$ cat src/hdl/yuyv_pkg.sv
// ----------------------------------------------------------------------------
// yuyv_pkg
// shared constants, widths and types for the yuyv to rgb888 converter
// ----------------------------------------------------------------------------
package yuyv_pkg;

    localparam int unsigned SAMPLE_W  = 8;
    localparam int unsigned PROD_W    = 20;
    localparam int unsigned SUM_W     = 21;
    localparam int unsigned FRAC_BITS = 10;
    localparam int unsigned NUM_LANES = 2;

    localparam logic signed [11:0] COEF_Y    = 12'sd1192;
    localparam logic signed [12:0] COEF_CB_B = 13'sd2066;
    localparam logic signed [11:0] COEF_CR_G = 12'sd833;
    localparam logic signed [11:0] COEF_CB_G = 12'sd403;
    localparam logic signed [11:0] COEF_CR_R = 12'sd1634;

    localparam logic signed [9:0] LUMA_OFF   = 10'sd16;
    localparam logic signed [9:0] CHROMA_OFF = 10'sd128;

    localparam logic signed [SUM_W-1:0] LIMIT_SUM = SUM_W'(250 * 1024);
    localparam logic [SAMPLE_W-1:0]     CHAN_MAX  = 8'd255;

    // registered chroma products shared by both lanes
    typedef struct packed {
        logic signed [PROD_W-1:0] cr_r;
        logic signed [PROD_W-1:0] cr_g;
        logic signed [PROD_W-1:0] cb_g;
        logic signed [PROD_W-1:0] cb_b;
    } chroma_terms_t;

    typedef struct packed {
        logic [SAMPLE_W-1:0] blue;
        logic [SAMPLE_W-1:0] green;
        logic [SAMPLE_W-1:0] red;
    } rgb_t;

    // pipeline stage enables
    typedef struct packed {
        logic s1;
        logic s2;
    } stage_en_t;

    function automatic logic [SAMPLE_W-1:0] clamp_channel(input logic signed [SUM_W-1:0] sum);
        logic [SAMPLE_W-1:0] res;
        if (sum < 0)
        begin
            res = '0;
        end
        else if (sum > LIMIT_SUM)
        begin
            res = CHAN_MAX;
        end
        else
        begin
            res = sum[FRAC_BITS +: SAMPLE_W];
        end
        return res;
    endfunction

endpackage

$ cat src/hdl/yuyv_chroma.sv
// ----------------------------------------------------------------------------
// yuyv_chroma
// shared chroma products for one macropixel, registered once for both lanes
// ----------------------------------------------------------------------------
module yuyv_chroma
    import yuyv_pkg::*;
(
    input  logic                clk,
    input  logic                en,
    input  logic [SAMPLE_W-1:0] chroma_blue,
    input  logic [SAMPLE_W-1:0] chroma_red,
    output chroma_terms_t       terms
);

    chroma_terms_t       terms_reg;
    chroma_terms_t       terms_next;
    logic signed [9:0]   db;
    logic signed [9:0]   dr;
    logic signed [22:0]  p_cr_r;
    logic signed [22:0]  p_cr_g;
    logic signed [22:0]  p_cb_g;
    logic signed [22:0]  p_cb_b;

    always_comb
    begin
        db     = $signed({2'b00, chroma_blue}) - CHROMA_OFF;
        dr     = $signed({2'b00, chroma_red}) - CHROMA_OFF;
        p_cr_r = 23'(COEF_CR_R * dr);
        p_cr_g = 23'(COEF_CR_G * dr);
        p_cb_g = 23'(COEF_CB_G * db);
        p_cb_b = 23'(COEF_CB_B * db);
        terms_next.cr_r = p_cr_r[PROD_W-1:0];
        terms_next.cr_g = p_cr_g[PROD_W-1:0];
        terms_next.cb_g = p_cb_g[PROD_W-1:0];
        terms_next.cb_b = p_cb_b[PROD_W-1:0];
    end

    always_ff @(posedge clk)
    begin
        if (en)
        begin
            terms_reg <= terms_next;
        end
    end

    assign terms = terms_reg;

endmodule

$ cat src/hdl/yuyv_lane.sv
// ----------------------------------------------------------------------------
// yuyv_lane
// one pixel lane: luma product, channel sums and clamping to rgb888
// ----------------------------------------------------------------------------
module yuyv_lane
    import yuyv_pkg::*;
(
    input  logic                clk,
    input  stage_en_t           en,
    input  logic [SAMPLE_W-1:0] luma,
    input  chroma_terms_t       terms,
    output rgb_t                pixel
);

    logic signed [PROD_W-1:0] ly_reg;
    logic signed [PROD_W-1:0] ly_next;
    logic signed [9:0]        dy;
    logic signed [21:0]       ly_full;
    logic signed [SUM_W-1:0]  sum_r;
    logic signed [SUM_W-1:0]  sum_g;
    logic signed [SUM_W-1:0]  sum_b;
    rgb_t                     pixel_reg;
    rgb_t                     pixel_next;

    always_comb
    begin
        dy      = $signed({2'b00, luma}) - LUMA_OFF;
        ly_full = 22'(COEF_Y * dy);
        ly_next = ly_full[PROD_W-1:0];
    end

    always_comb
    begin
        sum_r = SUM_W'(ly_reg) + SUM_W'(terms.cr_r);
        sum_g = SUM_W'(ly_reg) - SUM_W'(terms.cr_g) - SUM_W'(terms.cb_g);
        sum_b = SUM_W'(ly_reg) + SUM_W'(terms.cb_b);
        pixel_next.red   = clamp_channel(sum_r);
        pixel_next.green = clamp_channel(sum_g);
        pixel_next.blue  = clamp_channel(sum_b);
    end

    always_ff @(posedge clk)
    begin
        if (en.s1)
        begin
            ly_reg <= ly_next;
        end
        if (en.s2)
        begin
            pixel_reg <= pixel_next;
        end
    end

    assign pixel = pixel_reg;

endmodule

$ cat src/hdl/yuyv_to_rgb_converter_top.sv
// ----------------------------------------------------------------------------
// yuyv_to_rgb_converter_top
// yuyv macropixel to two rgb888 pixels, bt.601 limited range, two lanes
//
// channel   dir  tdata fields (lsb first)
// s_axis    in   luma_first, chroma_blue, luma_second, chroma_red (32 bits)
// m_axis    out  red/green/blue_first, red/green/blue_second (48 bits)
//
// one transaction per cycle sustained while m_axis is ready; each passes
// through the product stage and then the sum/clamp stage to the output
// two items can be held when m_axis stalls, s_axis keeps accepting until full
// rst_n clears only the stage valid flags
// ----------------------------------------------------------------------------
module yuyv_to_rgb_converter_top
    import yuyv_pkg::*;
(
    input  logic        clk,
    input  logic        rst_n,
    input  logic        s_axis_tvalid,
    output logic        s_axis_tready,
    input  logic [31:0] s_axis_tdata,  // luma_first, chroma_blue, luma_second, chroma_red
    output logic        m_axis_tvalid,
    input  logic        m_axis_tready,
    output logic [47:0] m_axis_tdata   // red_first, green_first, blue_first,
                                       // red_second, green_second, blue_second
);

    logic          v1_reg;
    logic          v1_next;
    logic          v2_reg;
    logic          v2_next;
    stage_en_t     en;
    logic          accept;
    chroma_terms_t terms;
    rgb_t          pixels [NUM_LANES];
    logic [SAMPLE_W-1:0] lumas [NUM_LANES];

    always_comb
    begin
        en.s2   = !v2_reg || m_axis_tready;
        en.s1   = !v1_reg || en.s2;
        accept  = s_axis_tvalid && en.s1;
        v1_next = en.s1 ? s_axis_tvalid : v1_reg;
        v2_next = en.s2 ? v1_reg : v2_reg;
    end

    always_ff @(posedge clk or negedge rst_n)
    begin
        if (!rst_n)
        begin
            v1_reg <= 1'b0;
            v2_reg <= 1'b0;
        end
        else
        begin
            v1_reg <= v1_next;
            v2_reg <= v2_next;
        end
    end

    assign lumas[0] = s_axis_tdata[7:0];
    assign lumas[1] = s_axis_tdata[23:16];

    yuyv_chroma u_chroma (
        .clk         (clk),
        .en          (en.s1),
        .chroma_blue (s_axis_tdata[15:8]),
        .chroma_red  (s_axis_tdata[31:24]),
        .terms       (terms)
    );

    for (genvar i = 0; i < NUM_LANES; i++)
    begin : g_lane
        yuyv_lane u_lane (
            .clk   (clk),
            .en    (en),
            .luma  (lumas[i]),
            .terms (terms),
            .pixel (pixels[i])
        );
    end

    // merge lane pixels into the output beat
    assign m_axis_tdata  = {pixels[1].blue, pixels[1].green, pixels[1].red,
                            pixels[0].blue, pixels[0].green, pixels[0].red};
    assign m_axis_tvalid = v2_reg;
    assign s_axis_tready = en.s1;

    a_accept_fills: assert property (@(posedge clk) disable iff (!rst_n)
        accept |=> v1_reg)
        else $error("accepted transaction not held in product stage");

    a_empty_ready: assert property (@(posedge clk) disable iff (!rst_n)
        !v2_reg |-> s_axis_tready)
        else $error("not ready although output stage empty");

    a_no_loss: assert property (@(posedge clk) disable iff (!rst_n)
        v1_reg && !en.s2 |=> v1_reg && v2_reg)
        else $error("item dropped while output stalled");

    a_drain: assert property (@(posedge clk) disable iff (!rst_n)
        v1_reg && en.s2 |=> v2_reg)
        else $error("product stage item did not reach output stage");

endmodule

$ cat config.mk
export PLATFORM = sky130hd
export DESIGN_NAME = yuyv_to_rgb_converter_top
export DESIGN_NICKNAME = d
export VERILOG_FILES = /design/src/hdl/yuyv_pkg.sv /design/src/hdl/yuyv_chroma.sv /design/src/hdl/yuyv_lane.sv /design/src/hdl/yuyv_to_rgb_converter_top.sv
export SDC_FILE = /design/constraint.sdc
export NUM_CORES = 1
export LEC_CHECK = 0
export BUFFER_PORTS_ARGS = -buffer_cell sky130_fd_sc_hd__buf_2
export CAP_MARGIN = 25
export CORE_MARGIN = 3
export CORE_UTILIZATION = 70
export CTS_BUF_LIST = sky130_fd_sc_hd__clkbuf_4
export CTS_CLUSTER_DIAMETER = 150
export DETAILED_ROUTE_END_ITERATION = 6
export PLACE_DENSITY = 0.92
export RECOVER_POWER = 25
export SLEW_MARGIN = 0
export SYNTH_ARGS = -nofsm -noshare
export SYNTH_HDL_FRONTEND = slang
export SYNTH_SLANG_ARGS = --single-unit
$ cat constraint.sdc
create_clock -name clk -period 11.4 [get_ports clk]
set_clock_uncertainty 0.05 [all_clocks]
set_input_delay 0.57 -clock clk [delete_from_list [all_inputs] [get_ports clk]]
set_output_delay 0.57 -clock clk [all_outputs]
set_load 0.02 [all_outputs]
==> metrics.md, run 1 <==
| Metric | Value |
|---|---|
| First-pass GRT wire length | 69290 um |
| Initial core utilization | 72.44% |
| Total wire length | 42870 um |
| # resized after CTS | 0 |
| Gr usage total | 31.19% |
| Actual slew at the worst max-slew pin | 2.170 ns |
| Top cells by area, synth | ha_1 27%, edfxtp_1 26%, fa_1 11% |
| DRT iter0 DRCs | 1123 |
| Status | finished with violations |
| # setup viols final | 0 |
| Synth top cells by count | 389 x ha_1, 272 x inv_1, 154 x edfxtp_1 |
| Pin count of the biggest net entering global routing | 78 |
| Die height | 166.0 um |
| DRC viols | 0 |
| FMAX | 188.2 MHz |
| Final Hold Viols | 0 |
| GP Congestion | 1.004 |
| Port Buffers | 85 |
| Crit-path slowest cell | nor3b_1 |
| Reg2Reg Launch Point | u_chroma.terms[41] |
| Hold path endpoint | v1_reg |
| CP dominant cell by count | ha_1 |
| TritonCTS Buffers | 17 |
| Setup slack, reg-to-reg | 7.17 ns |
| 1st-pass router iterations | 6 |
| Reg2Reg Depth | 13 |
| Max reg flops | 72 |
| Max cap viols | 2 |
| HP Start | s_axis_tvalid |
| Antenna violations before repair | 1 |
| Total gr overflow | 0 |
| Crit end category | flop |
| Final slew viol count | 77 |
| Count leader, synth | ha_1 |
| Setup crit start kind | input port |
| Antenna Nets Post-Route | 0 |
| H-tree lvl count | 4 |
| Cell Chain, Critical Path | buf_2 > inv_1 > ha_1 > nor3b_1 > ha_1 > ha_1 > fa_1 > fa_1 > ha_1 > ha_1 > o21ai_0 > a21boi_0 > o21ai_0 > a21boi_0 > o21ai_0 > a21boi_0 > o211a_1 > nor3_1 |
| Worst path top cell family by delay | adder cells |
| Crit share post-route | 46.62% |
| #FFs+latches synth | 156 |
| Area grow syn2layout | 6.037% |
| Layout cell share with drive strength beyond 1 | 6.807% |
| Sequential fraction of the synthesis area | 26.07% |
| CTS clock-pin slew for the worst setup and hold paths | 0.17 ns |
| Worst-Skew Late Latency | 0.61 ns |
| Worst path required time | 11.74 ns |
| Root Buffer | clkbuf_4 |
| Buf/Inv on CP | 2 |
| Ports | 86 |
| Critical path type | in -> reg |
| TritonCTS clock tree | yes |
| Hold WC Path Type | in -> reg |
| Yosys warnings | 0 |
| Die Wd | 166.0 um |
| Die area | 27570 um2 |
| Post-synth EDFFs | 154 |
| WL/cell | 19.70 um |
| RSZ-0062 raised after global routing | no |
| Worst flop-to-flop path endpoint | g_lane[1].u_lane.pixel[9] |
| Slew headroom | -44.68% |
| Placeable Area | 24750 um2 |
| Top_reg_cell synth | edfxtp_1 |
| Avg Cell Area, Syn | 10.30 um2 |
| Synth Cell Area | 17930 um2 |
| Post-synth top area share | 27.15% |
| Hold Path Depth | 2 |
| Failing checks | capacitance limit, slew limit |
| Number of fill cells | 1594 |
| Cell taking the most area after synthesis | ha_1 |
| Syn Nets | 2264 |
| Via count | 13650 |
| Post-synth ARST share | 1.282% |
| Clk buf depth | 2 |
| Via/cell ratio | 6.275 |
| Post-synth cell types | 79 |
| FP Rows | 57 |
| Vias in the first global route | 13770 |
| Nets | 2362 |
| Crit Path Max Fanout | 5 |
| Min Tclk post-route | 5.314 ns |
| CP max stage delay | 0.69 ns |
| Setup TNS | 0 ns |
| Synth Instances | 1740 |
| Worst EP arrival | 5.66 ns |
| Post-DP HPWL | 35790 um |
| Clk sink count | 156 |
==> per-stage QoR <==
step / hold WS [ns] / cells / utilization [%] / cell area [um2] / worst slack [ns]
floorplan: 0.2244 / 1740 / - / 17930 / 6.266
global placement: 0.3044 / 2140 / 75.70 / 18730 / 5.858
detailed placement: 0.3057 / 2140 / 75.70 / 18730 / 5.438
CTS: 0.08889 / 2173 / 76.86 / 19020 / 6.097
global route: 0.09766 / 2176 / 76.81 / 19010 / 5.690
finish: 0.1071 / 2176 / 76.81 / 19010 / 6.086
==> cells by family (layout without fill, tap and decap cells) <==
| logic type | count (synthesis) | after routing | share of synthesized area [%] |
|---|---|---|---|
| buffers and inverters | 283 | 394 | 5.932 |
| AOI/OAI and AO/OA | 407 | 407 | 15.44 |
| adders and majority gates | 488 | 488 | 38.20 |
| muxes | 6 | 6 | 0.3490 |
| other | 0 | 1 | 0 |
| xor gates and xnor gates | 132 | 132 | 6.449 |
| DFF | 156 | 156 | 26.07 |
| and+or+nand+nor | 268 | 268 | 7.552 |
==> layout make-up <==
type | instances | area, um2 | share of cell area (%)
diodes | 1 | 2.502 | 0.01316
multi-input cells | 1301 | 12190 | 64.12
clock inverters | 14 | 143.9 | 0.7569
well taps | 324 | 405.4 | 2.133
clock buffers | 18 | 135.1 | 0.7109
flip-flops and latches | 156 | 4674 | 24.59
repair buffers | 90 | 437.9 | 2.304
inverters | 272 | 1021 | 5.371
==> timing repair <==
action,in CTS,in global routing
hold endpoints to repair,2,0
hold buffers,1,0
setup buffers,0,0
==> cells in the final DEF, fill, tap and decap left out, drive strengths merged, types with 33 or more instances in the layout <==
| master | count |
|---|---|
| ha | 389 |
| inv | 274 |
| edfxtp | 154 |
| a21oi | 118 |
| fa | 99 |
| xnor2 | 85 |
| buf | 73 |
| nor2 | 70 |
| o21ai | 59 |
| nand2 | 52 |
| a21o | 49 |
| xor2 | 47 |
| clkbuf | 34 |
| nor3 | 33 |
==> worst max-delay path by stage <==
| stage | slack [ns] | endpoint | cells past startpoint | startpoint |
|---|---|---|---|---|
| finish | 6.09 | g_lane[0].u_lane.ly_reg[19] | 18 | s_axis_tdata[4] |
| global route | 5.69 | g_lane[0].u_lane.ly_reg[19] | 18 | s_axis_tdata[4] |
| CTS | 6.10 | g_lane[0].u_lane.ly_reg[19] | 18 | s_axis_tdata[4] |
| detailed placement | 5.44 | g_lane[0].u_lane.ly_reg[19] | 18 | s_axis_tdata[4] |
| global placement | 5.86 | g_lane[0].u_lane.ly_reg[19] | 18 | s_axis_tdata[4] |
| floorplan | 6.27 | g_lane[0].u_lane.ly_reg[19] | 17 | s_axis_tdata[4] |
==> routing by layer <==
layer	track usage [%]	wire, um	up-vias
met5	0	0	-
met4	11.36	1644	0
met3	4.689	3609	99
met2	51.19	19750	594
met1	42.47	17860	6504
li1	-	-	6457
==> worst register-to-register path, delay by kind of cell, from the launching register on <==
| kind | cells | cell delay [ns] |
|---|---|---|
| AOI/OAI and AO/OA | 7 | 1.74 |
| and+or+nand+nor | 2 | 0.68 |
| buffers and inverters | 1 | 0.04 |
| adders and majority gates | 3 | 1.04 |
| DFF | 1 | 0.45 |
Power of run 1 is left out: the tool's default activity adds up to more than one toggle a clock period on the data nets, which glitch-free logic cannot reach.
==> run 2: changes to the inputs <==
CORE_UTILIZATION = 59   (was 70)
PLACE_DENSITY = 0.83   (was 0.92)
clock period = 4.42 ns   (was 11.4 ns; I/O delays follow)
==> run 2 against run 1 <==
Net effect:
- the flow still finishes with violations (capacitance limit, slew limit)
- critical path depth rose by 1
- routed wire length fell by 1.6%
- core utilization fell by 9.5 points
- final area rose by 5.4%
- first-iteration DRC count fell by 1.2%
- sequential cell count did not move
- non-clock buffer count rose by 87
- die area rose by 18%
- setup slack got worse by 6.0 ns
- via count rose by 0.16%
- critical endpoint is now u_chroma.terms[79]
==> metrics.md, run 2 (synthesis results as in run 1) <==
| Metric | Value |
|---|---|
| Status | finished with violations |
| Failing checks | capacitance limit, slew limit |
| Critical path type | in -> reg |
| Final Hold Viols | 0 (unchanged) |
| H-tree lvl count | 4 (unchanged) |
| Crit Path Max Fanout | 4 (-1) |
| Final slew viol count | 79 (+2.6%) |
| Hold WC Path Type | in -> reg |
| Post-DP HPWL | 34990 um (-2.3%) |
| Placed insts | 2271 (+6.1%) |
| Worst EP arrival | 4.58 ns (-1.08 ns) |
| Commonest cells after routing, fill and taps aside | 380 x ha_1, 271 x inv_1, 154 x edfxtp_1 |
| Slew headroom | -43.73% (+0.95 points) |
| CTS clock-pin slew for the worst setup and hold paths | 0.13 ns (-0.04 ns) |
| Non-filler cells, final | 2329 (+7.0%) |
| DRT iter0 DRCs | 1110 (-1.2%) |
| Total gr overflow | 0 (unchanged) |
| Min Tclk post-route | 4.325 ns |
| Root Buffer | clkbuf_4 |
| TritonCTS clock tree | yes |
| Antenna violations before repair | 1 (unchanged) |
| TritonCTS Buffers | 17 (unchanged) |
| Worst path required time | 4.68 ns (-7.06 ns) |
| Final Cell Area | 20040 um2 (+5.4%) |
| Ports | 86 (unchanged) |
| GP Congestion | 0.9468 (-5.7%) |
| Total wire length | 42180 um (-1.6%) |
| Layout cell share with drive strength beyond 1 | 11.20% (+4.4 points) |
| Antenna Nets Post-Route | 0 (unchanged) |
| Clk sink count | 156 (unchanged) |
| Worst slack, placed | -0.3934 ns (-5.831 ns) |
| Vias in the first global route | 13550 (-1.7%) |
| Port Buffers | 85 (unchanged) |
| Setup crit start kind | input port |
| Max reg flops | 72 (unchanged) |
| Setup TNS | 0 ns (unchanged) |
| Reg area | 4674 um2 (unchanged) |
| Worst Slack Setup Final | 0.09469 ns (-5.991 ns) |
| First-pass GRT wire length | 67890 um (-2.0%) |
| Clk buf depth | 2 (unchanged) |
| WL/cell | 18.11 um (-8.1%) |
| DRC viols | 0 (unchanged) |
| Via/cell ratio | 5.872 (-6.4%) |
| Commonest non-fill, non-tap cell in the layout | ha_1 |
| Placeable Area | 29800 um2 (+20%) |
| FP Rows | 63 (+11%) |
| Gr usage total | 25.66% (-5.5 points) |
| Die Wd | 180.3 um (+8.6%) |
| FMAX | 231.2 MHz |
| # setup viols final | 0 (unchanged) |
| Pin count of the biggest net entering global routing | 77 (-1.3%) |
| Via count | 13680 (+0.16%) |
| Crit end category | flop |
| Number of fill cells | 2279 (+43%) |
| Area grow syn2layout | 11.80% |
| Crit share post-route | 97.86% |
| Initial core utilization | 60.17% (-12 points) |
| Die height | 180.3 um (+8.6%) |
| 1st-pass router iterations | 5 (-1) |
| Post-Place Cell Area | 19390 um2 (+3.5%) |
| Nets | 2449 (+3.7%) |
| Actual slew at the worst max-slew pin | 2.156 ns (-0.01430 ns) |
| Die area | 32510 um2 (+18%) |
| Multi-input logic area | 12410 um2 (+1.8%) |
| Max cap viols | 2 (unchanged) |
| Worst-Skew Late Latency | 0.56 ns (-0.05 ns) |
-- run 2: changes by cell type in the layout (fill, tap and decap cells not counted), moves of 8 or more --
| cell | previous run | this run |
|---|---|---|
| ha_1 | 389 | 380 |
| a21oi_1 | 117 | 105 |
| ha_4 | 0 | 8 |
| clkbuf_1 | 16 | 26 |
| a21oi_2 | 1 | 13 |
| buf_4 | 1 | 64 |
| dlygate4sd3_1 | 1 | 22 |
-- run 2: worst max-delay path, cell delays in order --
cell	delay [ns]
buf_2	0.10
dlygate4sd3_1	0.54
buf_4	0.16
ha_2	0.18
inv_1	0.07
fa_1	0.45
fa_1	0.51
fa_1	0.54
inv_1	0.06
ha_4	0.27
ha_4	0.19
inv_1	0.06
o21bai_1	0.11
a21oi_2	0.16
nor2b_1	0.06
o21a_1	0.18
o31a_1	0.26
o41ai_2	0.31
xnor2_1	0.15
-- run 2: cell type report --
type                            count  share of cell area [%]
Multi-Input combinational cell   1301                   61.89
Sequential cell                   156                   23.32
Timing Repair Buffer              177                   5.606
Inverter                          272                   5.113
Tap cell                          390                   2.435
Clock inverter                     12                  0.8677
Clock buffer                       20                  0.7491
Antenna cell                        1                 0.01249
-- run 2: what timing repair did --
action / 4_1_cts / 5_1_grt
resized for setup: 0 / 25
hold buffers: 21 / 1
endpoints found under the setup margin: 0 / 12
buffers inserted: 0 / 2
endpoints found under the hold margin: 22 / 3
-- run 2: through the flow --
stage,hold slack [ns],util (%)
2_1_floorplan,-0.1246,-
3_3_place_gp,-0.04190,65.08
3_5_place_dp,-0.03966,65.08
4_1_cts,0.06426,66.87
5_1_grt,0.08533,67.27
6_report,0.1097,67.27
-- run 2: final timing paths --
path / slack [ns] / to / cells past startpoint / from
max in group asynchronous: 3.76 / v1_reg / 3 / rst_n
max: 0.09 / u_chroma.terms[79] / 19 / s_axis_tdata[25]
min reg2reg: 0.44 / m_axis_tvalid / 1 / v1_reg
min in group asynchronous: 0.44 / m_axis_tvalid / 3 / rst_n
max reg2reg: 0.32 / g_lane[1].u_lane.pixel[9] / 13 / u_chroma.terms[41]
min: 0.11 / u_chroma.terms[58] / 3 / s_axis_tdata[31]
-- run 2: per-layer routing --
layer  part of all wire [%]  wire (um)  global-route usage [%]
met1                     45      19110                   36.72
met2                     45      19150                   41.14
met3                    6.2       2598                   3.028
met4                    3.1       1327                   7.952
met5                      0          0                       0
Power of run 2 is left out for the same reason.
==> run 3: changes to the inputs <==
CORE_ASPECT_RATIO = 1.2   (was not set)
CORE_UTILIZATION = 58   (was 59)
CTS_BUF_LIST = not set   (was sky130_fd_sc_hd__clkbuf_4)
PLACE_DENSITY = 0.82   (was 0.83)
==> run 3 against run 2 <==
Net effect:
- the run still ends with capacitance limit, slew limit left
- global-route usage shrank 0.41 points
- count of clock-buffer cells in the layout shrank 1
- first-iteration DRC count down 11%
- largest cell class unchanged
- worst hold slack worse by 0.053 ns
- routed wire length fell by 1.8%
- critical endpoint is now g_lane[0].u_lane.ly_reg[19]
- setup slack improved by 0.098 ns
- core utilization down 0.34 points
- non-clock buffer count is 13 lower
- final area grew 0.32%
- die area rose by 1.7%
- sequential cell count did not move
- highest routed layer is now met5
- critical path type unchanged
- fmax rose by 2.3%
==> metrics.md, run 3 (synthesis results as in run 1) <==
| Metric | Value |
|---|---|
| Final Cell Area | 20110 um2 (+0.32%) |
| Clk buf depth | 2 (unchanged) |
| Critical path type | in -> reg |
| CTS clock-pin slew for the worst setup and hold paths | 0.06 ns (-0.07 ns) |
| Hold WS | 0.05674 ns (-0.05298 ns) |
| Reg2Reg Launch Point | u_chroma.terms[41] |
| FMAX | 236.6 MHz (+2.3%) |
| Gr usage total | 25.25% (-0.41 points) |
| DRC viols | 0 (unchanged) |
| Die Wd | 166.5 um (-7.7%) |
| TritonCTS Buffers | 17 (unchanged) |
| Final core utilization | 66.92% (-0.34 points) |
| Total wire length | 41440 um (-1.8%) |
| DRT iter0 DRCs | 989 (-11%) |
| Crit Path Max Fanout | 3 (-1) |
| Antenna violations before repair | 1 (unchanged) |
| Antenna Nets Post-Route | 0 (unchanged) |
| FP Rows | 69 (+9.5%) |
| Worst path required time | 4.54 ns (-0.14 ns) |
| Crit share post-route | 95.64% (-2.2 points) |
| Status | finished with violations |
| Worst flop-to-flop path endpoint | g_lane[1].u_lane.pixel[10] |
| Hold WC Path Type | in -> async |
| Area grow syn2layout | 12.16% |
| Nets | 2436 (-0.53%) |
| Min Tclk post-route | 4.227 ns (-0.09798 ns) |
| Launching element of the worst setup path | s_axis_tdata[4] |
| GP Congestion | 0.9597 (+1.4%) |
| 1st-pass router iterations | 5 (unchanged) |
| Post-Place Cell Area | 19400 um2 (about the same) |
| First-pass GRT wire length | 67260 um (-0.93%) |
| Crit end category | flop |
| TritonCTS clock tree | yes |
| Initial core utilization | 59.67% (-0.50 points) |
| Final Hold Viols | 0 (unchanged) |
| Setup crit start kind | input port |
| WL/cell | 17.90 um (-1.2%) |
| Reg2Reg Depth | 13 (unchanged) |
| # setup viols final | 0 (unchanged) |
| Total gr overflow | 0 (unchanged) |
| Slew headroom | -43.59% (+0.14 points) |
| Vias in the first global route | 13660 (+0.86%) |
| Setup slack, reg-to-reg | 0.23 ns (-0.09 ns) |
| Die height | 198.6 um (+10%) |
| Final slew viol count | 45 (-43%) |
| H-tree lvl count | 4 (unchanged) |
| Worst Setup EP | g_lane[0].u_lane.ly_reg[19] |
| Placeable Area | 30040 um2 (+0.83%) |
| Commonest non-fill, non-tap cell in the layout | ha_1 |
| Layout cell share with drive strength beyond 1 | 9.455% (-1.7 points) |
| Die area | 33060 um2 (+1.7%) |
| Via count | 13560 (-0.87%) |
| Max reg flops | 72 (unchanged) |
| Number of fill cells | 2309 (+1.3%) |
| Root Buffer | clkbuf_16 |
| Max cap viols | 1 (-1) |
| Failing checks | capacitance limit, slew limit |
| Port Buffers | 85 (unchanged) |
| Worst EP arrival | 4.35 ns (-0.23 ns) |
| Via/cell ratio | 5.856 (-0.27%) |
| Ports | 86 (unchanged) |
| Number of diodes | 0 (-1) |
| Commonest cells after routing, fill and taps aside | 384 x ha_1, 271 x inv_1, 154 x edfxtp_1 |
| Clk sink count | 156 (unchanged) |
| Actual slew at the worst max-slew pin | 2.154 ns (-0.002042 ns) |
| Worst-Skew Late Latency | 0.42 ns (-0.14 ns) |
| Pin count of the biggest net entering global routing | 109 (+42%) |
| Post-DP HPWL | 34340 um (-1.8%) |
-- run 3: cell types whose count changed in the layout (fill, tap and decap cells not counted), moves of 3 or more --
cell | before | now
a21oi_2 | 13 | 7
clkbuf_16 | 0 | 17
clkbuf_1 | 26 | 52
buf_2 | 65 | 42
ha_4 | 8 | 5
dlygate4sd3_1 | 22 | 7
a21oi_1 | 105 | 111
clkbuf_4 | 20 | 0
ha_1 | 380 | 384
-- run 3: how the worst min path moves through the flow --
stage                     start                  to
2_1_floorplan             rst_n       m_axis_tvalid
3_3_place_gp              rst_n              v1_reg
3_5_place_dp              rst_n              v1_reg
4_1_cts        s_axis_tdata[24]  u_chroma.terms[40]
5_1_grt                   rst_n              v1_reg
6_report                  rst_n       m_axis_tvalid
-- run 3: area by class of cell --
type / instances / area [um2] / share of cell area (%)
Multi-Input combinational cell: 1301 / 12320 / 61.27
Sequential cell: 156 / 4674 / 23.25
Inverter: 272 / 1025 / 5.096
Timing Repair Buffer: 164 / 968.4 / 4.816
Tap cell: 390 / 488.0 / 2.427
Clock buffer: 19 / 432.9 / 2.153
Clock inverter: 13 / 198.9 / 0.9894
-- run 3: worst max-delay path, cell delays in order --
cell and delay (ns):
buf_2 0.09, inv_1 0.05, ha_1 0.28, inv_1 0.05
ha_1 0.29, ha_1 0.29, inv_1 0.05, fa_1 0.47
inv_1 0.05, fa_1 0.49, ha_4 0.30, inv_1 0.05
fa_1 0.43, nor2b_1 0.18, o21ai_2 0.09, a21boi_2 0.17
o21ai_2 0.09, a21boi_2 0.20, o21ai_2 0.09, a21boi_2 0.20
o211a_1 0.16, nor3_1 0.05
-- run 3: through the flow --
step / setup slack [ns] / TNS (ns) / std cells
finish: 0.1927 / 0 / 2315
global route: -0.06538 / -0.1249 / 2315
CTS: 0.02742 / 0 / 2311
detailed placement: -0.4394 / -2.100 / 2271
global placement: -0.1885 / -0.4626 / 2271
floorplan: 0.002800 / 0 / 1740
-- run 3: repair_timing --
action | CTS | global route
hold buffers | 7 | 0
endpoints found under the setup margin | 1 | 5
setup buffers | 1 | 3
hold endpoints to repair | 8 | 0
gates resized for setup | 0 | 13
pin swaps | 1 | 9
gates cloned | 0 | 0
-- run 3: layer usage --
metal / share of wire, % / global-route usage (%) / wire length, um
met5: 0.031 / 0 / 13
met2: 47 / 43.17 / 19450
met1: 44 / 32.55 / 18080
met4: 4.2 / 9.749 / 1754
met3: 5.2 / 3.955 / 2142
Power of run 3 is left out for the same reason.
